===== src/hdl/b64pd_pkg.sv =====
package b64pd_pkg;

  // Character codes the decoder tests for
  localparam logic [7:0] CH_EQ   = 8'h3D;  // '=' pad
  localparam logic [7:0] CH_PLUS = 8'h2B;  // '+' symbol 62
  localparam logic [7:0] CH_PCT  = 8'h25;  // '%' symbol 63
  localparam logic [7:0] CH_UC_A = 8'h41;
  localparam logic [7:0] CH_UC_Z = 8'h5A;
  localparam logic [7:0] CH_LC_A = 8'h61;
  localparam logic [7:0] CH_LC_Z = 8'h7A;
  localparam logic [7:0] CH_D0   = 8'h30;
  localparam logic [7:0] CH_D9   = 8'h39;

  localparam logic [5:0] SYM_PLUS = 6'd62;
  localparam logic [5:0] SYM_PCT  = 6'd63;
  localparam logic [7:0] LC_BASE  = 8'd26;
  localparam logic [7:0] DIG_BASE = 8'd52;

  // Masks for the bits kept over after the second and third symbol
  localparam logic [5:0] CARRY_MASK4 = 6'h0F;
  localparam logic [5:0] CARRY_MASK2 = 6'h03;

  localparam int OUT_TDATA_W = 16;

  typedef enum logic [1:0] {
    TK_SYM = 2'd0,
    TK_PAD = 2'd1,
    TK_BAD = 2'd2,
    TK_EOT = 2'd3
  } tok_kind_t;

  typedef struct packed {
    tok_kind_t  kind;
    logic [5:0] sym;
  } token_t;

endpackage


===== src/hdl/base64_percent_decoder_unit.sv =====
// Channel  Direction  tdata                          tuser
// in_      slave      [7:0] char_code                [0] cmd (1 = end of text)
// out_     master     [7:0] data_byte, [8] error     [0] is_status
//
// Takes one transfer per cycle on each side when not stalled; a character
// passes through a queue entry, then the output register, to the output.
// The queue-head decode update sets the rate: one token a cycle unless stalled.
// rst_n is synchronous and clears the queue, the decode state and out_tvalid.
// A stall on out_tready holds the output register; the token queue of
// QUEUE_DEPTH entries absorbs input until it fills, then in_tready drops.
module base64_percent_decoder_unit #(
  parameter int QUEUE_DEPTH = 4
) (
  input  logic                              clk,
  input  logic                              rst_n,
  input  logic                              in_tvalid,
  output logic                              in_tready,
  input  logic [7:0]                        in_tdata,   // [7:0] char_code
  input  logic                              in_tuser,   // [0] cmd
  output logic                              out_tvalid,
  input  logic                              out_tready,
  output logic [b64pd_pkg::OUT_TDATA_W-1:0] out_tdata,  // [7:0] data_byte, [8] error
  output logic                              out_tuser   // [0] is_status
);

  logic              q_full;
  logic              q_push;
  logic              q_pop;
  logic              q_empty;
  b64pd_pkg::token_t push_token;
  b64pd_pkg::token_t head_token;

  // Classify characters as they arrive
  b64pd_front u_front (
    .in_tvalid (in_tvalid),
    .in_tready (in_tready),
    .in_tuser  (in_tuser),
    .in_tdata  (in_tdata),
    .q_full    (q_full),
    .q_push    (q_push),
    .q_token   (push_token)
  );

  // Decouple intake from decoding
  b64pd_fifo #(
    .DEPTH (QUEUE_DEPTH)
  ) u_fifo (
    .clk        (clk),
    .rst_n      (rst_n),
    .push       (q_push),
    .push_token (push_token),
    .full       (q_full),
    .pop        (q_pop),
    .empty      (q_empty),
    .head_token (head_token)
  );

  // Run the group state and drive the result register
  b64pd_back u_back (
    .clk        (clk),
    .rst_n      (rst_n),
    .q_empty    (q_empty),
    .q_token    (head_token),
    .q_pop      (q_pop),
    .out_tvalid (out_tvalid),
    .out_tready (out_tready),
    .out_tuser  (out_tuser),
    .out_tdata  (out_tdata)
  );

endmodule


===== src/hdl/b64pd_front.sv =====
module b64pd_front (
  input  logic              in_tvalid,
  output logic              in_tready,
  input  logic              in_tuser,
  input  logic [7:0]        in_tdata,
  input  logic              q_full,
  output logic              q_push,
  output b64pd_pkg::token_t q_token
);

  logic [7:0] ofs;

  assign in_tready = !q_full;
  assign q_push    = in_tvalid && !q_full;

  // Classify the character and map it to its 6-bit value
  always_comb begin
    ofs = 8'd0;
    q_token.kind = b64pd_pkg::TK_BAD;
    q_token.sym  = 6'd0;
    if (in_tuser) begin
      q_token.kind = b64pd_pkg::TK_EOT;
    end else if (in_tdata == b64pd_pkg::CH_EQ) begin
      q_token.kind = b64pd_pkg::TK_PAD;
    end else if (in_tdata >= b64pd_pkg::CH_UC_A && in_tdata <= b64pd_pkg::CH_UC_Z) begin
      ofs = in_tdata - b64pd_pkg::CH_UC_A;
      q_token.kind = b64pd_pkg::TK_SYM;
      q_token.sym  = ofs[5:0];
    end else if (in_tdata >= b64pd_pkg::CH_LC_A && in_tdata <= b64pd_pkg::CH_LC_Z) begin
      ofs = in_tdata - b64pd_pkg::CH_LC_A + b64pd_pkg::LC_BASE;
      q_token.kind = b64pd_pkg::TK_SYM;
      q_token.sym  = ofs[5:0];
    end else if (in_tdata >= b64pd_pkg::CH_D0 && in_tdata <= b64pd_pkg::CH_D9) begin
      ofs = in_tdata - b64pd_pkg::CH_D0 + b64pd_pkg::DIG_BASE;
      q_token.kind = b64pd_pkg::TK_SYM;
      q_token.sym  = ofs[5:0];
    end else if (in_tdata == b64pd_pkg::CH_PLUS) begin
      q_token.kind = b64pd_pkg::TK_SYM;
      q_token.sym  = b64pd_pkg::SYM_PLUS;
    end else if (in_tdata == b64pd_pkg::CH_PCT) begin
      q_token.kind = b64pd_pkg::TK_SYM;
      q_token.sym  = b64pd_pkg::SYM_PCT;
    end
  end

endmodule


===== src/hdl/b64pd_fifo.sv =====
module b64pd_fifo #(
  parameter int DEPTH = 4
) (
  input  logic              clk,
  input  logic              rst_n,
  input  logic              push,
  input  b64pd_pkg::token_t push_token,
  output logic              full,
  input  logic              pop,
  output logic              empty,
  output b64pd_pkg::token_t head_token
);

  localparam int PTR_W = (DEPTH > 1) ? $clog2(DEPTH) : 1;
  localparam int CNT_W = $clog2(DEPTH + 1);
  localparam logic [PTR_W-1:0] PTR_LAST = PTR_W'(DEPTH - 1);

  b64pd_pkg::token_t mem_r [DEPTH];
  logic [PTR_W-1:0]  wr_ptr_r, wr_ptr_nxt;
  logic [PTR_W-1:0]  rd_ptr_r, rd_ptr_nxt;
  logic [CNT_W-1:0]  count_r, count_nxt;
  logic              do_push, do_pop;

  assign full       = (count_r == CNT_W'(DEPTH));
  assign empty      = (count_r == '0);
  assign do_push    = push && !full;
  assign do_pop     = pop && !empty;
  assign head_token = mem_r[rd_ptr_r];

  always_comb begin
    wr_ptr_nxt = wr_ptr_r;
    rd_ptr_nxt = rd_ptr_r;
    count_nxt  = count_r;
    if (do_push) begin
      wr_ptr_nxt = (wr_ptr_r == PTR_LAST) ? '0 : wr_ptr_r + 1'b1;
    end
    if (do_pop) begin
      rd_ptr_nxt = (rd_ptr_r == PTR_LAST) ? '0 : rd_ptr_r + 1'b1;
    end
    if (do_push && !do_pop) begin
      count_nxt = count_r + 1'b1;
    end else if (do_pop && !do_push) begin
      count_nxt = count_r - 1'b1;
    end
  end

  always_ff @(posedge clk) begin
    if (!rst_n) begin
      wr_ptr_r <= '0;
      rd_ptr_r <= '0;
      count_r  <= '0;
    end else begin
      wr_ptr_r <= wr_ptr_nxt;
      rd_ptr_r <= rd_ptr_nxt;
      count_r  <= count_nxt;
    end
  end

  always_ff @(posedge clk) begin
    if (do_push) begin
      mem_r[wr_ptr_r] <= push_token;
    end
  end

endmodule


===== src/hdl/b64pd_back.sv =====
module b64pd_back (
  input  logic                               clk,
  input  logic                               rst_n,
  input  logic                               q_empty,
  input  b64pd_pkg::token_t                  q_token,
  output logic                               q_pop,
  output logic                               out_tvalid,
  input  logic                               out_tready,
  output logic                               out_tuser,
  output logic [b64pd_pkg::OUT_TDATA_W-1:0]  out_tdata
);

  typedef enum logic [2:0] {
    PH_START = 3'd0,
    PH_ONE   = 3'd1,
    PH_TWO   = 3'd2,
    PH_THREE = 3'd3,
    PH_PAD   = 3'd4
  } phase_t;

  phase_t     phase_r, phase_nxt;
  logic [5:0] carry_r, carry_nxt;
  logic       failed_r, failed_nxt;
  logic       vld_r, vld_nxt;
  logic       user_r, user_nxt;
  logic [7:0] byte_r, byte_nxt;
  logic       err_r, err_nxt;
  logic       emit;
  logic       mid_group;

  // Advance whenever the output register is free or drains this cycle
  assign q_pop = !q_empty && (!vld_r || out_tready);

  assign out_tvalid = vld_r;
  assign out_tuser  = user_r;
  assign out_tdata  = {{(b64pd_pkg::OUT_TDATA_W - 9){1'b0}}, err_r, byte_r};

  assign mid_group = (phase_r == PH_ONE) || (phase_r == PH_TWO) || (phase_r == PH_THREE);

  always_comb begin
    phase_nxt  = phase_r;
    carry_nxt  = carry_r;
    failed_nxt = failed_r;
    user_nxt   = user_r;
    byte_nxt   = byte_r;
    err_nxt    = err_r;
    emit       = 1'b0;
    vld_nxt    = vld_r && !out_tready;
    if (q_pop) begin
      if (q_token.kind == b64pd_pkg::TK_EOT) begin
        emit       = 1'b1;
        user_nxt   = 1'b1;
        byte_nxt   = 8'd0;
        err_nxt    = failed_r || mid_group;
        phase_nxt  = PH_START;
        carry_nxt  = 6'd0;
        failed_nxt = 1'b0;
      end else if (failed_r) begin
        // drop characters until end of text
      end else if (phase_r != PH_START && phase_r != PH_ONE && phase_r != PH_TWO &&
                   phase_r != PH_THREE) begin
        if (q_token.kind != b64pd_pkg::TK_PAD) begin
          failed_nxt = 1'b1;
        end
      end else if (q_token.kind == b64pd_pkg::TK_PAD &&
                   (phase_r == PH_TWO || phase_r == PH_THREE)) begin
        phase_nxt = PH_PAD;
      end else if (q_token.kind != b64pd_pkg::TK_SYM) begin
        failed_nxt = 1'b1;
      end else begin
        case (phase_r)
          PH_START: begin
            carry_nxt = q_token.sym;
            phase_nxt = PH_ONE;
          end
          PH_ONE: begin
            emit      = 1'b1;
            byte_nxt  = {carry_r, q_token.sym[5:4]};
            carry_nxt = q_token.sym & b64pd_pkg::CARRY_MASK4;
            phase_nxt = PH_TWO;
          end
          PH_TWO: begin
            emit      = 1'b1;
            byte_nxt  = {carry_r[3:0], q_token.sym[5:2]};
            carry_nxt = q_token.sym & b64pd_pkg::CARRY_MASK2;
            phase_nxt = PH_THREE;
          end
          default: begin
            emit      = 1'b1;
            byte_nxt  = {carry_r[1:0], q_token.sym};
            carry_nxt = 6'd0;
            phase_nxt = PH_START;
          end
        endcase
        user_nxt = 1'b0;
        err_nxt  = 1'b0;
      end
    end
    if (emit) begin
      vld_nxt = 1'b1;
    end else begin
      user_nxt = user_r;
      byte_nxt = byte_r;
      err_nxt  = err_r;
    end
  end

  always_ff @(posedge clk) begin
    if (!rst_n) begin
      phase_r  <= PH_START;
      carry_r  <= 6'd0;
      failed_r <= 1'b0;
      vld_r    <= 1'b0;
    end else begin
      phase_r  <= phase_nxt;
      carry_r  <= carry_nxt;
      failed_r <= failed_nxt;
      vld_r    <= vld_nxt;
    end
    user_r <= user_nxt;
    byte_r <= byte_nxt;
    err_r  <= err_nxt;
  end

endmodule

===== config.mk =====
export PLATFORM = sky130hd
export DESIGN_NAME = base64_percent_decoder_unit
export DESIGN_NICKNAME = d
export VERILOG_FILES = /design/src/hdl/b64pd_pkg.sv /design/src/hdl/base64_percent_decoder_unit.sv /design/src/hdl/b64pd_front.sv /design/src/hdl/b64pd_fifo.sv /design/src/hdl/b64pd_back.sv
export SDC_FILE = /design/constraint.sdc
export NUM_CORES = 1
export LEC_CHECK = 0
export ABC_CLOCK_PERIOD_IN_PS = 6100
export BUFFER_PORTS_ARGS = -buffer_cell sky130_fd_sc_hd__buf_2
export CAP_MARGIN = 20
export CORE_MARGIN = 2
export CORE_UTILIZATION = 43
export DETAILED_ROUTE_END_ITERATION = 7
export GPL_TIMING_DRIVEN = 0
export HOLD_SLACK_MARGIN = 0.08
export PLACE_DENSITY = 0.71
export SYNTH_ARGS = -nofsm -noshare
export SYNTH_HDL_FRONTEND = slang
export SYNTH_SLANG_ARGS = --single-unit

===== constraint.sdc =====
create_clock -name clk -period 6.1 [get_ports clk]
set_input_delay 0.61 -clock clk [delete_from_list [all_inputs] [get_ports clk]]
set_output_delay 0.61 -clock clk [all_outputs]
set_load 0.005 [all_outputs]

== After elaboration in Yosys (flattened, before gate mapping) ==
Memory sizes are Yosys's and may differ from the RTL's. A register that Yosys moved wholly into a read port is not among the register bits.
Cells that the tools add are included.
Storage, ports and cells
  logic and storage cells: 134
  memories kept: 1
  output and inout bits: 19
  register bits: 28
  memory bits (writable): 32
  input port bits: 13
Memories
  u_fifo.mem_r: words 4, bits a word 8, read ports 1, clocked after memory_dff 1, wr ports 1, RTL line b64pd_fifo.sv:18  | b64pd_pkg::token_t mem_r [DEPTH];
Cells by class
  add/sub/neg operators: 9
  mux-type cells: 53
  magnitude comparators: 6
  equal/unequal tests: 21
  reduce and logical (&&, ||, !) cells: 34
Operators with widths (count)
  $mux 8: 9
  $mux 6: 7
  $eq 8x6->1 const B: 3
  $pmux 8 s3: 1
  $mux 1: 21
  $mux 3: 7
  $pmux 6 s3: 1
  $ge 8x7->1 const B: 2
  $le 8x7->1 const B: 2
  $logic_and 1x1->1: 14
  $mux 2: 6
  $sub 6x6->6 const B: 2
  $ne 2x1->1 const B: 5
  $ge 8x6->1 const B: 1
  $le 8x6->1 const B: 1
  $reduce_and 7->1: 1
  $add 6x5->6 const B: 1
  $add 6x6->6 const B: 1
  $eq 2x2->1 const B: 3
  $eq 3x2->1 const B: 2
  $logic_not 1->1: 6
  $logic_not 3->1: 2
  $ne 3x1->1 const B: 2
  $ne 3x2->1 const B: 2
  15 further kinds: 21

== Longest topological paths before layout ==
  depth after elaboration: 9
  depth in mapped cells: 10
  gate-level depth less buffers: 9

== Cells and area by module ==
A second synthesis with hierarchy kept.
Second synthesis, totals
  cells, all modules: 318
  area total of the unflattened synthesis: 3582.2 um^2
By module, submodules not included
  b64pd_fifo: area each 1630.3 um^2, times used 1, seq. area each 1141.1 um^2, cells an instance 93
  b64pd_back: area each 1352.5 um^2, times used 1, seq. area each 520.5 um^2, cells an instance 144
  b64pd_front: area each 599.3 um^2, times used 1, seq. area each 0.0 um^2, cells an instance 81

== Worst setup path before layout ==
Ideal clock, no wire load.
  path type: reg-to-reg
  from: reg (tool-made name)
  to: reg u_back.byte_r[0] (enable)
  required time: 5.705 ns
  clock period less this slack: 2.988 ns
  setup slack: 3.112 ns
  stages on the path, launching flop included: 7
  arrival time: 2.593 ns
  setup time: 0.395 ns
  path buffers: 1
  cells stage by stage: dfxtp_1 > buf_2 > mux4_2 > ha_1 > a211oi_1 > o21bai_1 > nor4_1
RTL lines
  end signal, assigned: RTL line b64pd_back.sv:121  | byte_r <= byte_nxt;
  end, declared: RTL line b64pd_back.sv:26  | logic [7:0] byte_r, byte_nxt;

==> reports/results.ini <==
[sta]
rsz0062_at_grt=false
fin_setup_tns_ns=0
timing.final.crit_share_pct=52.1
finalCriticalPeriod_ns=3.18
setup_violations=0
tightest_slew_ns=0.612
hold_viol=0
slew_viol_final=0
fin_ws_ns=2.92
holdWs_ns=0.486
slew_headroom_pct=59.1
fmax_mhz=315
finClkSkew_ns=0.0111

[cells_and_area]
drive_gt1_share_pct=22.6
stdcell_count=434
diodes=0
nNetsFinal=360
syn2layout_area_growth_pct=14.4
mostFrequentLayoutCells=edfxtp_1 (42), buf_2 (27), dfxtp_1 (20)
mostFrequentLayoutCell=edfxtp_1

[placed_design]
hpwl_um=4600
pre_cts_ws_ns=2.98
placedCellCount=418
port_buffers=24
globalplace.congestion=0.865

[global_routing]
grt_overflow_total=0
grt_first_pass_wirelength_um=10400
grt_max_degree=13
grt_antenna_before_repair=0
grtUsageTotal_pct=15.9
grt_pass1_vias=2159

[power_and_ir_drop]
power.share.combinational_pct=39.1
power_switching_mw=0.580
swShare_pct=36.9
power.leakage_nw=1.41
clkPwrFrac_pct=22.8
cell_internal_pwr_mw=0.992
seqPwrFrac_pct=38.1
p_per_area_mw_per_mm2=414
vdd_drop_max_mv=0.137

[synthesis]
synth_area_mm2=0.00332
yosysUniqueCellTypes=59
synthCells=285
ys.flop_type=edfxtp_1
synthArstFlopShare_pct=0
yosysWarnings=0
ys_ff_latch=62
syn_area_per_cell_um2=11.7
synth-edff-count=42
ys_seq_area_share_pct=50.0

[routing]
antenna_left=0
viasPerCell=5.44
drtPass1Iterations=4
drtIter0Drc=110
wl_per_cell_um=14.8
wl_um=6410
vias=2362
drc_errors=0

[cts]
cts_tree=done
cts_buffer_depth=2
cts_hold_buffers=0
cts_setup_buffers=0
root_buffer=clkbuf_8
cts_resized=0
cts_max_level=3
numCtsBuffers=9
cts_sinks=62
path_clk_slew_ns=0.07
worstSkewPairLatency_ns=0.34

[critical_path]
worstPathRequired_ns=6.14
crit_buf_inv=2
cp.depth=7
crit_slowest_cell=nor4_1
crit_path_max_fanout=9
arrival_ns=3.22
endpoint_kind=flop
start_kind=flop
path_delay_family=buffers and inverters
crit_chain=buf_1 > mux4_2 > ha_1 > a211oi_1 > o21bai_1 > nor4_1 > clkdlybuf4s18_2
cp_slowest_stage_delay_ns=0.52
worstReg2RegEnd=u_back.byte_r[3]$_SDFFCE_PN0P_
worstRegToRegCells=7
r2r_slack_ns=2.92
worstSetupPathType=reg -> reg

[run_status]
status=finished clean

[floorplan]
dieArea_mm2=0.00844
start_util_pct=43.7
core_mm2=0.00761
ios=32
row_count=32
chipHeight_um=91.9
die_x_um=91.9

[min_path]
holdPathStages=2
min_to=u_back.carry_r[5]$_SDFFE_PN0P_
min_from=u_back.carry_r[5]$_SDFFE_PN0P_
hp-class=reg -> reg

[job]
maxCapViolCount=0

-- cell type report --
type / count / area (um2)
Sequential cell: 62 / 1660
Fill cell: 693 / 3810
Clock inverter: 7 / 75.1
Multi-Input combinational cell: 195 / 1510
Inverter: 14 / 52.6
Timing Repair Buffer: 25 / 130
Tap cell: 102 / 128
Buffer: 20 / 116
Clock buffer: 9 / 124
-- worst min-delay path: cells and delay by family, from the launching register on --
kind            cells  cell delay (ns)
flops               1             0.32
compound gates      2             0.13
-- synth_stat cells, types with 3 or more instances --
cell type  number  area, um2
edfxtp_1       42       1260
dfxtp_1        20        400
ha_1           19        238
nand2_1        18       67.6
a21oi_1        15       75.1
a22oi_1        12       90.1
inv_1          12       45.0
nor2_1         12       45.0
o21ai_0        11       55.1
a21boi_1        8       60.1
buf_4           8       60.1
mux4_2          8        180
nor2b_1         8       50.1
clkbuf_1        6       22.5
nor3_1          6       30.0
xnor2_1         6       52.6
a221oi_1        5       43.8
and3_1          5       31.3
nand3_1         5       25.0
mux2i_1         4       40.0
buf_2           3       15.0
nand4_1         3       18.8
nor4_1          3       18.8
-- cell families after synthesis --
kind of cell               Yosys count  synth area share (%)
xor gates and xnor gates             8                  2.11
other                                1                 0.113
muxes                               12                  6.63
and+or+nand+nor                     77                  13.2
DFF                                 62                  50.0
buffers and inverters               34                  5.08
AOI/OAI and AO/OA                   71                  15.1
adders and majority gates           20                  7.76
-- through the flow --
| stage | power (mW) | instance area (um2) | utilization [%] |
|---|---|---|---|
| after floorplan | 1.05 | 3340 | - |
| after global placement | 1.19 | 3590 | 47.2 |
| after detailed placement | 1.21 | 3600 | 47.4 |
| after CTS | 1.57 | 3800 | 50.0 |
| after global routing | 1.66 | 3800 | 50.0 |
| final | 1.57 | 3800 | 50.0 |
-- flip-flops by register name, indices dropped and copies added (netlist names), named ones only --
signal	flops
u_back.byte_r	8
u_back.phase_r	3
u_fifo.count_r	3
u_back.carry_r	6
u_back.failed_r	1
u_fifo.mem_r	32
u_fifo.wr_ptr_r	2
u_back.out_tvalid	1
u_back.err_r	1
u_back.out_tuser	1
u_fifo.rd_ptr_r	2
-- power by group through the flow --
stage / Combinational [mW] / Clock [mW] / Sequential [mW]
6_report: 0.614 / 0.358 / 0.600
5_1_grt: 0.676 / 0.380 / 0.609
4_1_cts: 0.611 / 0.363 / 0.600
3_5_place_dp: 0.605 / 0 / 0.610
3_3_place_gp: 0.587 / 0 / 0.605
2_1_floorplan: 0.451 / 0 / 0.601
-- worst max path at each step --
stage | startpoint | to | slack (ns)
detailed placement | flop | u_back.byte_r[0]$_SDFFCE_PN0P_ | 2.98
CTS | flop | u_back.byte_r[0]$_SDFFCE_PN0P_ | 2.93
global route | flop | u_back.byte_r[1]$_SDFFCE_PN0P_ | 2.70
finish | flop | u_back.byte_r[3]$_SDFFCE_PN0P_ | 2.92
floorplan | flop | u_back.byte_r[0]$_SDFFCE_PN0P_ | 3.11
global placement | flop | u_back.byte_r[0]$_SDFFCE_PN0P_ | 2.62
-- routing by layer --
layer	track usage [%]	vias to the layer above	share of wire, %
li1	-	1137	-
met1	18.2	1152	44
met2	27.9	59	50
met3	2.96	14	3.5
met4	8.46	0	2.6
met5	0	-	0
Power figures use the tool's default switching activity.
